**src/hdl/gnd_front.sv**
```systemverilog
`default_nettype none
// front: products of index and stride, error flag, per-word counters
module gnd_front #(
    parameter int unsigned OFFSET_BITS = 32
) (
    input  wire logic                   i_clk,
    input  wire logic                   i_rst_n,
    input  wire logic                   i_take,
    input  wire logic [1:0]             i_b,
    input  wire logic [2:0]             i_t,
    input  wire logic [63:0]            i_dims,
    input  wire logic [OFFSET_BITS-1:0] i_s0,
    input  wire logic [OFFSET_BITS-1:0] i_s1,
    input  wire logic [OFFSET_BITS-1:0] i_s2,
    input  wire logic [OFFSET_BITS-1:0] i_s3,
    input  wire logic [15:0]            i_tpb,
    input  wire logic [15:0]            i_idx0,
    input  wire logic [15:0]            i_idx1,
    input  wire logic [15:0]            i_idx2,
    input  wire logic [15:0]            i_idx3,
    output logic                        o_valid,
    output logic [OFFSET_BITS-1:0]      o_sum,
    output logic [OFFSET_BITS-1:0]      o_base,
    output logic [OFFSET_BITS-1:0]      o_dst,
    output logic [OFFSET_BITS-1:0]      o_slice,
    output logic                        o_err
);
    logic [OFFSET_BITS-1:0] w_str [4];
    logic [15:0]            w_ix [4];
    logic [OFFSET_BITS-1:0] r_p [4];
    logic                   r_err, r_v;
    logic [OFFSET_BITS-1:0] r_base, r_dst, r_slice, r_bb, r_acc;
    logic [15:0]            r_cnt;
    logic [OFFSET_BITS-1:0] w_slice, w_bstep;
    logic                   w_err;
    logic [15:0]            w_cnt1, w_tpb;
    logic [1:0]             w_last;

    assign w_str[0] = i_s0;
    assign w_str[1] = i_s1;
    assign w_str[2] = i_s2;
    assign w_str[3] = i_s3;
    assign w_ix[0] = i_idx0;
    assign w_ix[1] = i_idx1;
    assign w_ix[2] = i_idx2;
    assign w_ix[3] = i_idx3;

    always_comb begin
        logic [2:0] d;
        w_err = 1'b0;
        for (int j = 0; j < 4; j++) begin
            d = 3'(i_b) + 3'(j);
            if (3'(j) < i_t && i_dims[d[1:0]*16 +: 16] <= w_ix[j]) begin
                w_err = 1'b1;
            end
        end
        w_last = 2'(3'(i_b) + i_t - 3'd1);
        w_slice = w_str[w_last];
        w_bstep = (i_b == 2'd0) ? '0 : w_str[i_b - 2'd1];
        w_tpb = (i_tpb == 16'd0) ? 16'd1 : i_tpb;
        w_cnt1 = r_cnt + 16'd1;
    end

    always_ff @(posedge i_clk) begin
        if (!i_rst_n) begin
            r_v <= 1'b0;
            r_acc <= '0;
            r_bb <= '0;
            r_cnt <= '0;
        end else begin
            r_v <= i_take;
            if (i_take) begin
                r_acc <= r_acc + w_slice;
                if (w_cnt1 >= w_tpb || w_cnt1 == 16'd0) begin
                    r_cnt <= '0;
                    r_bb <= r_bb + w_bstep;
                end else begin
                    r_cnt <= w_cnt1;
                end
            end
        end
        if (i_take) begin
            for (int j = 0; j < 4; j++) begin
                logic [2:0] dd;
                dd = 3'(i_b) + 3'(j);
                r_p[j] <= (3'(j) < i_t) ? OFFSET_BITS'(w_ix[j] * w_str[dd[1:0]]) : '0;
            end
            r_err <= w_err;
            r_base <= r_bb;
            r_dst <= r_acc;
            r_slice <= w_slice;
        end
    end

    assign o_valid = r_v;
    assign o_sum = r_p[0] + r_p[1] + r_p[2] + r_p[3];
    assign o_base = r_base;
    assign o_dst = r_dst;
    assign o_slice = r_slice;
    assign o_err = r_err;
endmodule
`default_nettype wire

```
**config.mk**
```make
export PLATFORM = sky130hd
export DESIGN_NAME = gnd_front
export DESIGN_NICKNAME = d
export VERILOG_FILES = /design/src/hdl/gnd_front.sv
export SDC_FILE = /design/constraint.sdc
export NUM_CORES = 2
export LEC_CHECK = 0
export BUFFER_PORTS_ARGS = -buffer_cell sky130_fd_sc_hd__buf_2
export CORE_ASPECT_RATIO = 1.25
export CORE_MARGIN = 4
export CORE_UTILIZATION = 60
export DETAILED_ROUTE_END_ITERATION = 7
export PLACE_DENSITY = 0.79
export SLEW_MARGIN = 0
export SYNTH_ARGS = -nofsm -noshare
export SYNTH_HDL_FRONTEND = slang
export SYNTH_SLANG_ARGS = --single-unit
```
**constraint.sdc**
```tcl
create_clock -name i_clk -period 16.4 [get_ports i_clk]
set_input_delay 2.46 -clock i_clk [delete_from_list [all_inputs] [get_ports i_clk]]
set_output_delay 2.46 -clock i_clk [all_outputs]
set_load 0.01 [all_outputs]
```
==> results.py <==
metrics = {
    "yosys": {
        "synth_flop_cell": "edfxtp_1",
        "yosys-top-cells-area": "fa_1 (37%), edfxtp_1 (9.7%), inv_1 (7.9%)",
        "async_flop_share_pct": 0,
        "syn_avg_cell_area_sq_um": 9.462,
        "yosysUniqueCellTypes": 97,
        "synth.largest_area_cell": "fa_1",
        "synth_top_area_share_pct": 36.74,
        "yosysWarningCount": 0,
        "ys_seq_area_share_pct": 12.01,
        "netlist_instances": 7372,
        "syn_area_sq_mm": 0.06975,
        "synthTopCellsByCount": "inv_1 (1463), fa_1 (1280), nand2_1 (1154), and2_1 (579), ha_1 (436)",
        "yosys.cell_count.top_type": "inv_1",
        "synth_fp_nets": 9368,
        "synth_edf_count": 225,
        "ys_seq_elements": 306,
    },
    "floorplanning": {
        "die_area_sq_mm": 0.1218,
        "rows": 139,
        "coreArea_sq_mm": 0.1151,
        "io_pins": 410,
        "start_util_pct": 60.59,
        "die_w_um": 313.0,
        "die_h_um": 389.2,
    },
    "cells_and_area": {
        "final_util_pct": 64.21,
        "fill_cells": 9346,
        "drive_gt1_share_pct": 9.927,
        "num-nets-final": 9484,
        "syn2layout_area_growth_pct": 5.984,
    },
    "worst_setup_path": {
        "slowest_stage": "ha_4",
        "cp-end-kind": "flip-flop",
        "crit_fanout": 56,
        "crit_family": "adder cells",
        "path_class": "in2reg",
        "crit_required_ns": 16.72,
        "critPathBufInv": 6,
        "critPathLaunchType": "input pin",
        "cp_cell_sequence": "buf_4 -> inv_1 -> ha_4 -> buf_4 -> mux4_2 -> nand2_1 -> fa_1 -> fa_1 -> inv_1 -> fa_1 -> fa_1 -> fa_1 -> inv_1 -> fa_1 -> inv_1 -> ha_1 -> a2111oi_0 -> o21ai_0 -> a21o_1 -> a21oi_1 -> nor3_1 -> a2111oi_0 -> a21oi_1 -> mux2i_1",
        "arrival_ns": 11.64,
        "timing.critical_path.slowest_cell_delay_ns": 0.90,
        "cpMostUsedCell": "fa_1",
    },
    "timing": {
        "fin_tns_setup_ns": 0,
        "finalHoldViolCount": 0,
        "max_clock_freq_mhz": 88.32,
        "tightest_slew_ns": 1.376,
        "relSlewSlack_pct": 7.009,
        "period_needed_ns": 11.32,
        "setup_slack_ns": 5.078,
        "finalMaxSlewViolations": 0,
        "timing.hold.ws_ns": 0.4429,
        "rsz0062_at_grt": "false",
        "finalCritPeriodShare_pct": 69.04,
        "skew_ns": 0.02368,
        "setup_viol": 0,
    },
    "global_route": {
        "grt_pass1_wl_um": 350100,
        "gr-usage-all-layers_pct": 38.15,
        "antenna_found_initial": 77,
        "overflow": 0,
        "grt_max_degree": 120,
        "grt_pass1_vias": 59519,
    },
    "clock_tree": {
        "ctsHoldBuffers": 0,
        "cts.path.max_buffers": 3,
        "cts_resized": 0,
        "h-tree-depth": 2,
        "clock-sinks": 306,
        "clock_latency_ns": 0.59,
        "clockRootBuffer": "clkbuf_16",
        "clk_pin_slew_ns": 0.06,
        "cts_buffers": 37,
        "post_cts_buffers": 0,
        "cts_tree": "built",
    },
    "routing": {
        "routed_via_density": 6.166,
        "drc": 0,
        "drtIter0Drc": 5991,
        "drtAntennaViolNets": 0,
        "wirelength_um": 230200,
        "first_pass_iters": 6,
        "wl_per_cell_um": 25.21,
        "via_count": 56317,
    },
    "placement": {
        "place.gp.congestion": 1.017,
        "dp_hpwl_um": 180900,
        "port_buffers": 409,
        "place_ws_ns": 4.521,
    },
    "run_status": {
        "status": "finished clean",
    },
    "worst_hold_path": {
        "worstHoldPathType": "reg2reg",
    },
    "job": {
        "maxCapViolations": 0,
    },
}
[final timing paths]
path             from  cells past startpoint    endpoint  slack [ns]
max            i_b[1]                     24  r_p[3][30]        5.08
min          r_bb[31]                      0  o_base[31]        0.44
max reg2reg  r_cnt[0]                     13    r_cnt[2]       11.80
min reg2reg  r_bb[31]                      0  o_base[31]        0.44
[worst reg2reg max path, cell delays in order, from the launching register on]
cell and delay [ns]:
dfxtp_1 0.47, ha_1 0.35, nand3_1 0.33, nor4_1 0.49
xor2_1 0.31, ha_1 0.31, a21o_1 0.17, a21oi_1 0.14
o21ai_0 0.13, a31oi_1 0.63, nand2_1 0.41, nor2_1 0.50
nand3b_1 0.14, a21oi_1 0.16
[state kept, by name (all words and copies together), names as in the netlist]
signal,cells
o_err,1
r_bb,32
o_dst,32
o_slice,32
r_p,128
r_cnt,16
o_valid,1
o_base,32
r_acc,32
[routing by layer]
layer / part of all wire (%) / track usage (%)
met1: 33 / 44.48
met2: 45 / 59.09
met3: 12 / 10.11
met4: 10 / 31.99
met5: 0.064 / 0
[through the flow]
stage          cells  cell area [sq um]
3_5_place_dp    9000              72490
3_3_place_gp    9000              72490
4_1_cts         9066              73760
5_1_grt         9110              73870
2_1_floorplan   7372              69750
6_report        9134              73930
[placed cells by master (no fill, tap or decap), types with 25 or more instances in the layout]
cell type  netlist  routed
inv_1         1463    1462
fa_1          1280    1280
nand2_1       1154    1154
and2_1         579     579
ha_1           436     434
buf_2           46     406
nor2_1         231     229
edfxtp_1       225     225
mux4_2         223     223
xnor2_1        195     194
a21oi_1        193     192
a21o_1         109     109
xor2_1          96      96
o21ai_0         95      95
dfxtp_1         81      81
diode_2          0      68
o21a_1          62      62
nand3_1         59      59
nor2b_1         59      59
nor3_1          47      47
a211oi_1        44      44
clkbuf_16        0      38
nand2b_1        32      32
and3_1          29      29
o211ai_1        25      25
[final cells by class]
cell class	instances	area [sq um]	area share, %
diodes	68	170.2	0.2302
clock buffers	44	993.5	1.344
clock inverters	22	270.3	0.3656
inverters	1464	5497	7.435
multi-input cells	5254	54490	73.71
flip-flops and latches	306	8378	11.33
well taps	1551	1941	2.625
repair buffers	425	2190	2.962
[cells by family (layout without fill, tap and decap cells)]
family                     after synthesis  in the layout  synth area share [%]
muxes                                  245            245                 7.517
adders and majority gates             1716           1716                 44.56
buffers and inverters                 1812           1955                 9.919
xor gates and xnor gates               291            291                 3.654
DFF                                    306            306                 12.01
AOI/OAI and AO/OA                      695            695                 6.658
other                                    0             68                     0
and+or+nand+nor                       2307           2307                 15.68
Power is left out: the tool's default activity adds up to more than one toggle a clock period on the data nets, which glitch-free logic cannot reach.
