[src/hdl/gnd_queue.sv]
`default_nettype none
// result queue, four deep, registered words
module gnd_queue #(
    parameter int unsigned W = 97
) (
    input  wire logic         i_clk,
    input  wire logic         i_rst_n,
    input  wire logic         i_push,
    input  wire logic [W-1:0] i_data,
    input  wire logic         i_pop,
    output logic              o_empty,
    output logic [2:0]        o_count,
    output logic [W-1:0]      o_data
);
    logic [W-1:0] r_mem [4];
    logic [1:0]   r_wp, r_rp;
    logic [2:0]   r_cnt;
    logic         w_pop;

    assign w_pop = i_pop && r_cnt != 3'd0;
    always_ff @(posedge i_clk) begin
        if (!i_rst_n) begin
            r_wp <= '0;
            r_rp <= '0;
            r_cnt <= '0;
        end else begin
            if (i_push) r_wp <= r_wp + 2'd1;
            if (w_pop) r_rp <= r_rp + 2'd1;
            r_cnt <= r_cnt + 3'(i_push) - 3'(w_pop);
        end
        if (i_push) r_mem[r_wp] <= i_data;
    end
    assign o_empty = r_cnt == 3'd0;
    assign o_count = r_cnt;
    assign o_data = r_mem[r_rp];

    a_no_overflow: assert property (@(posedge i_clk) disable iff (!i_rst_n)
        !(i_push && r_cnt == 3'd4 && !w_pop)) else $error("queue overflow");
    a_count: assert property (@(posedge i_clk) disable iff (!i_rst_n)
        r_cnt <= 3'd4) else $error("count range");
    a_empty_ptr: assert property (@(posedge i_clk) disable iff (!i_rst_n)
        r_cnt == 3'd0 |-> r_wp == r_rp) else $error("pointer mismatch");
endmodule
`default_nettype wire

[config.mk]
export PLATFORM = sky130hd
export DESIGN_NAME = gnd_queue
export DESIGN_NICKNAME = d
export VERILOG_FILES = /design/src/hdl/gnd_queue.sv
export SDC_FILE = /design/constraint.sdc
export NUM_CORES = 1
export LEC_CHECK = 0
export BUFFER_PORTS_ARGS = -buffer_cell sky130_fd_sc_hd__buf_2
export CORE_MARGIN = 3
export CORE_UTILIZATION = 51
export CTS_BUF_LIST = sky130_fd_sc_hd__clkbuf_16
export DETAILED_ROUTE_END_ITERATION = 10
export MAX_ROUTING_LAYER = met4
export PLACE_DENSITY = 0.82
export SETUP_SLACK_MARGIN = 0.02
export SLEW_MARGIN = 10
export SYNTH_ARGS = -nofsm -noshare
export SYNTH_HDL_FRONTEND = slang
export SYNTH_SLANG_ARGS = --single-unit
[constraint.sdc]
create_clock -name i_clk -period 3.57 [get_ports i_clk]
set_clock_uncertainty 0.15 [all_clocks]
set_input_delay 0.714 -clock i_clk [delete_from_list [all_inputs] [get_ports i_clk]]
set_output_delay 0.714 -clock i_clk [all_outputs]
set_load 0.05 [all_outputs]
==> key figures, run 1 <==
Final layout
  • # nets final: ~900
  • Commonest non-fill, non-tap cells in the layout: 388 x edfxtp_1, 201 x buf_2, 97 x mux4_2, 41 x clkbuf_16, 15 x buf_4
  • Commonest non-fill, non-tap cell in the layout: edfxtp_1
  • Post-route insts no fill: 1203
  • P&R area growth vs syn: 19.6%
  • Share of cells above drive strength 1: between 40% and 50%
  • Finished layout cell area: roughly 0.017 mm²
  • Util after Layout: a little over three fifths
  • Filler cells: between 1.5k and 2k

Synthesis
  • Synth Area per Inst: roughly 26 µm²
  • Cells after Synth: 550
  • Syn nets: roughly 660
  • Yosys cell types: 20
  • Yosys top cell area share: slightly above 80%
  • Area leader, netlist: edfxtp_1
  • Sequential area share after synthesis: 81.9%
  • Post-Syn Area: roughly 0.014 mm²
  • Leading post-synthesis cells by cell area: edfxtp_1 81%, mux4_2 15%, dfxtp_1 1.2%
  • Synthesis warning total: 0
  • Register bit count reported by yosys: between 300 and 400

Setup path
  • Worst endpoint required time: 2.71 ns
  • Arr. time, crit path: ~2.3 ns
  • Reg2Reg Depth: 8
  • RR Startpoint: o_count[1]
  • Critical Path Source Type: flip-flop
  • Crit Path Class: flip-flop to primary output
  • RR Endpoint: o_count[2]
  • CP Capture Type: primary output
  • Max Fanout on Critical Path: 46
  • Internal reg-to-reg setup slack: 1.38 ns

Route
  • Post-route ant nets: 0
  • WL/cell: roughly 22 µm
  • Drt drc: 0
  • Drt first pass iters: 4
  • DR vias: between 6k and 7k
  • Vias per inst: around 5.5
  • DRT Wirelength: about 27000 µm
  • Starting DRT DRC Count: around 470

Timing
  • Period utilization: ~89%
  • RSZ-0062 raised after global routing: no
  • Max Clk Rate: 316 MHz
  • Final setup violation count: 0
  • Slew headroom: a little over half
  • Tightest Pin Transition: 0.688 ns
  • Slew Viols, Final: 0
  • Worst hold margin: ~0.27 ns
  • Post-route setup TNS: 0 ns
  • Final Hold Vio Count: 0
  • Post-route minimum period: about 3.2 ns
  • Final WS setup: 0.404 ns

Pwr
  • Pwr/cell area: approximately 720 mW/mm²
  • Int Pwr: between 8 and 9 mW
  • Comb power frac: 24.9%
  • Share of total power in the clock network: a little under a third
  • Sw Ratio: around 31%
  • Reg power frac: 44.5%
  • Peak VDD IR: ~0.61 mV
  • Leak: between 5 and 6 nW
  • Final Power: ~12 mW
  • Switch Pwr: ~3.8 mW

GRT
  • Largest net degree at the start of global routing: 47
  • GRT overflow: 0
  • Antenna violations before repair: 6
  • Total track usage: 18.7%
  • Vias in the first global route: between 7k and 8k
  • First-pass GRT wire length: approximately 42000 µm

Placed design
  • Pre-CTS WS: 0.885 ns
  • Hpwl dp: roughly 17000 µm
  • Port Buffers: 201
  • Placer Congestion: 0.701
  • Placed insts: between 1k and 1.5k
  • Placement Cell Area: 0.0161 mm²

Worst hold path
  • Min-Delay Startpoint: i_data[33]
  • Hold EP: r_mem[3][33]
  • Hold Path Depth: 1
  • Worst Hold Class: input port to flip-flop

CTS
  • Later-pin clock latency in the skew report: 0.50 ns
  • Post_cts resized: 0
  • Max Root-Sink Buffers: 3
  • Hold bufs inserted after CTS: 0
  • H-tree levels: 2
  • TritonCTS clock tree: done
  • Clk root buf: clkbuf_16
  • Postcts setup bufs: 0
  • Worst-path clk slew: roughly 0.050 ns
  • TritonCTS Sinks: slightly below 400
  • Inserted Clock Buffers: 40

Floorplan
  • Die Ht: ~170 µm
  • Std-Cell Core Area: approximately 0.027 mm²
  • Top Ports: a little over 200
  • Row Count: 60
  • Initial core utilization: roughly 53%
  • Die area: a little over 0.03 mm²
  • Die W: roughly 170 µm

Run status
  • Status: finished clean

Job
  • Max-cap violations: 0
==> sequential cells by signal, summed over array words and instances, names as in the netlist, named ones only <==
register and flops:
r_mem 388, r_rp 2, o_count 3, r_wp 2
==> synthesized netlist by cell type (all sizes together) <==
| cell | count |
|---|---|
| clkbuf | 6 |
| o31a | 1 |
| dfxtp | 9 |
| xnor3 | 1 |
| edfxtp | 388 |
| ha | 6 |
| fa | 1 |
| nand2b | 2 |
| mux2i | 4 |
| nand2 | 2 |
| o311ai | 1 |
| inv | 5 |
| nor2b | 3 |
| buf | 16 |
| mux4 | 97 |
| and2 | 6 |
| xor2 | 1 |
| nor3 | 1 |
==> worst max path at each step <==
stage | startpoint | end | slack (ns)
3_3_place_gp | flip-flop | o_data[14] | 0.89
5_1_grt | flip-flop | o_data[92] | 0.25
3_5_place_dp | flip-flop | o_data[21] | 0.89
2_1_floorplan | o_count[1] | o_empty | 1.02
4_1_cts | flip-flop | o_data[92] | 0.33
6_report | flip-flop | o_data[21] | 0.40
==> routing by layer <==
metal	up-vias	global-route usage, %	routed length [µm]
met4	0	5.43	688
met5	-	-	0
met1	3412	24.5	10800
met2	253	29.2	13100
met3	51	5.05	2030
li1	2877	-	-
==> power by group through the flow <==
stage                     Sequential, mW  Clock (mW)  Combinational [mW]
final                               5.50        3.78                3.08
after global routing                5.53        4.09                3.24
after CTS                           5.51        3.88                3.13
after detailed placement            5.60           0                3.11
after global placement              5.59           0                3.09
after floorplan                     5.57           0                2.45
==> cells by family after synthesis <==
logic type	Yosys count	synth area share, %
flip-flops	397	81.9
AO/OA/AOI/OAI	2	0.121
buffers and inverters	27	1.16
XOR/XNOR	2	0.216
multiplexers	101	15.4
AND/OR/NAND/NOR	14	0.563
adder cells (fa/ha/maj)	7	0.658
==> worst max-delay path, stage by stage (launching register included) <==
cell and delay, ns:
dfxtp_4 0.56, buf_12 0.37, mux4_2 0.57, buf_2 0.23
==> cell type report <==
class	count	area [µm²]	area share [%]
sequential	397	11800	68.5
clock inverter	30	178	1.03
inverter	5	18.8	0.109
clock buffer	41	1030	5.94
tap	372	465	2.69
multi-input combinational	126	2460	14.2
antenna	8	20.0	0.116
timing repair buffer	224	1280	7.40
No activity file was read; power rests on OpenSTA's default activity.
==> run 2: changes to the inputs <==
Clock period 3.57 ns to 2.8 ns, I/O delays scaled along.
==> key figures, run 2 (same netlist as run 1, synthesis figures left out) <==
Route
  • DRT Wirelength: 26700 µm (+0.15%)
  • Starting DRT DRC Count: 473 (+0.42%)
  • Drt first pass iters: 6 (+2)
  • Vias per inst: 5.50 (+0.41%)
  • Drt drc: 0 (unchanged)
  • WL/cell: 22.3 µm (+0.82%)
  • Post-route ant nets: 0 (unchanged)
  • DR vias: 6576 (-0.26%)

Floorplan
  • Std-Cell Core Area: 0.0274 mm² (unchanged)
  • Initial core utilization: 52.7% (unchanged)
  • Die Ht: 174 µm (unchanged)
  • Row Count: 60 (unchanged)
  • Top Ports: 202 (unchanged)
  • Die W: 174 µm (unchanged)
  • Die area: 0.0304 mm² (unchanged)

Pwr
  • Int Pwr: 11.1 mW (+29%)
  • Share of total power in the clock network: 30.8% (+0.2 points)
  • Final Power: 16.0 mW (+29%)
  • Switch Pwr: 4.85 mW (+28%)
  • Sw Ratio: 30.4% (-0.23 points)
  • Leak: 5.89 nW (+0.48%)
  • Pwr/cell area: 917 mW/mm² (+28%)
  • Reg power frac: 43.6% (-0.9 points)
  • Comb power frac: 25.6% (+0.7 points)
  • Peak VDD IR: 0.923 mV (+51%)

Setup path
  • Worst endpoint required time: 2.09 ns (-0.62 ns)
  • CP max stage cell: mux4_2
  • Critical Path Source Type: flip-flop
  • Max Fanout on Critical Path: 33 (-28%)
  • Internal reg-to-reg setup slack: 0.60 ns (-0.78 ns)
  • CP Capture Type: primary output
  • Max incr delay on CP: 0.56 ns (about the same)
  • Arr. time, crit path: 2.02 ns (-0.28 ns)
  • Crit Path Class: flip-flop to primary output
  • Cell chain of the critical path: buf_16, mux4_2, buf_2

CTS
  • Max Root-Sink Buffers: 3 (unchanged)
  • Hold bufs inserted after CTS: 0 (unchanged)
  • Worst-path clk slew: 0.06 ns (about the same)
  • TritonCTS clock tree: done
  • Clk root buf: clkbuf_16
  • TritonCTS Sinks: 397 (unchanged)
  • H-tree levels: 2 (unchanged)
  • Later-pin clock latency in the skew report: 0.51 ns (about the same)
  • Inserted Clock Buffers: 39 (-2.5%)

Final layout
  • Commonest non-fill, non-tap cell in the layout: edfxtp_1
  • Filler cells: 1789 (-2.1%)
  • Share of cells above drive strength 1: 46.3% (+0.47 points)
  • Post-route insts no fill: 1195 (-0.67%)
  • Max FFs per register: 388 (unchanged)
  • Finished layout cell area: 0.0174 mm² (+0.65%)
  • Biggest register: r_mem
  • Commonest non-fill, non-tap cells in the layout: 388 x edfxtp_1, 188 x buf_2, 97 x mux4_2, 41 x clkbuf_16, 21 x buf_4
  • # nets final: 900 (-0.22%)
  • P&R area growth vs syn: 20.4%

Placed design
  • Placed insts: 1123 (-0.089%)
  • Placement Cell Area: 0.0161 mm² (+0.34%)
  • Placer Congestion: 0.735 (+4.9%)
  • Pre-CTS WS: 0.447 ns (-0.438 ns)
  • Hpwl dp: 16700 µm (-0.89%)
  • Port Buffers: 201 (unchanged)

GRT
  • Grt met3 use: 3.76% (-1.3 points)
  • GR peak layer: met2
  • Antenna violations before repair: 3 (-3)
  • First-pass GRT wire length: 41400 µm (-2.1%)
  • Vias in the first global route: 7151 (-1.8%)
  • GRT overflow: 0 (unchanged)
  • Total track usage: 18.4% (-0.23 points)
  • Largest net degree at the start of global routing: 50 (+6.4%)
  • Met2 GRT Util: 29.6% (+0.38 points)
  • GR Util met1: 24.6% (+0.085 points)

Timing
  • Tightest Pin Transition: 0.591 ns (-0.0973 ns)
  • Max Clk Rate: ~370 MHz
  • RSZ-0062 raised after global routing: yes
  • Final WS setup: 0.0741 ns (-0.330 ns)
  • Slew Viols, Final: 0 (unchanged)
  • Post-route minimum period: 2.73 ns
  • Final setup violation count: 0 (unchanged)
  • Post-route setup TNS: 0 ns (unchanged)
  • Period utilization: a little over nine tenths
  • Final Hold Vio Count: 0 (unchanged)
  • Slew headroom: 60.1% (+6.0 points)

Worst hold path
  • Worst Hold Class: input port to flip-flop

Run status
  • Status: finished clean

Job
  • Max-cap violations: 0 (unchanged)
[run 2: cell count changes in the layout (fill, tap and decap cells not counted), sizes merged]
cell / delta
buf: -1
clkinv: -3
bufinv: +1
diode: -4
clkinvlp: +1
inv: -2
[run 2: cell type report]
cell class | count | area (µm²) | area share, %
timing repair buffer | 223 | 1380 | 7.94
clock inverter | 27 | 198 | 1.14
sequential | 397 | 11800 | 68.0
inverter | 5 | 18.8 | 0.108
clock buffer | 41 | 1030 | 5.90
antenna | 4 | 10.0 | 0.0575
multi-input combinational | 126 | 2460 | 14.1
tap | 372 | 465 | 2.68
[run 2: timing repair]
action	in CTS	in global routing
setup buffers	0	0
endpoints found under the hold margin	0	0
setup endpoints to repair	21	29
resized for setup	2	27
[run 2: metrics by stage]
step | utilization, % | hold slack (ns)
final | 63.5 | 0.108
after CTS | 63.3 | 0.0822
after global routing | 63.5 | 0.0881
after floorplan | - | 0.299
after global placement | 58.8 | 0.303
after detailed placement | 58.8 | 0.355
[run 2: worst paths after layout]
| check | startpoint | to | cells past startpoint |
|---|---|---|---|
| worst min-delay path | i_data[26] | r_mem[1][26] | 1 |
| worst max register to register | o_count[1] | o_count[2] | 8 |
| worst max-delay path | flip-flop | o_data[95] | 3 |
| worst min register to register | r_rp[1] | flip-flop | 2 |
[run 2: power by group through the flow]
stage          Combinational [mW]  Clock (mW)  Sequential, mW
2_1_floorplan                3.12           0            7.10
3_3_place_gp                 4.04           0            7.06
3_5_place_dp                 4.08           0            7.08
4_1_cts                      4.10        5.05            6.96
5_1_grt                      4.29        5.30            6.98
6_report                     4.08        4.91            6.96
[run 2: per-layer routing]
| metal | vias up | share of wire (%) |
|---|---|---|
| met4 | 0 | 2.0 |
| met3 | 46 | 6.4 |
| met1 | 3436 | 41 |
| met5 | - | 0 |
| met2 | 230 | 51 |
| li1 | 2864 | - |
[run 2: critical path, delay by kind of cell (launching register included)]
| kind | cells | cell delay [ns] |
|---|---|---|
| muxes | 1 | 0.56 |
| buffers and inverters | 2 | 0.50 |
| DFF | 1 | 0.42 |
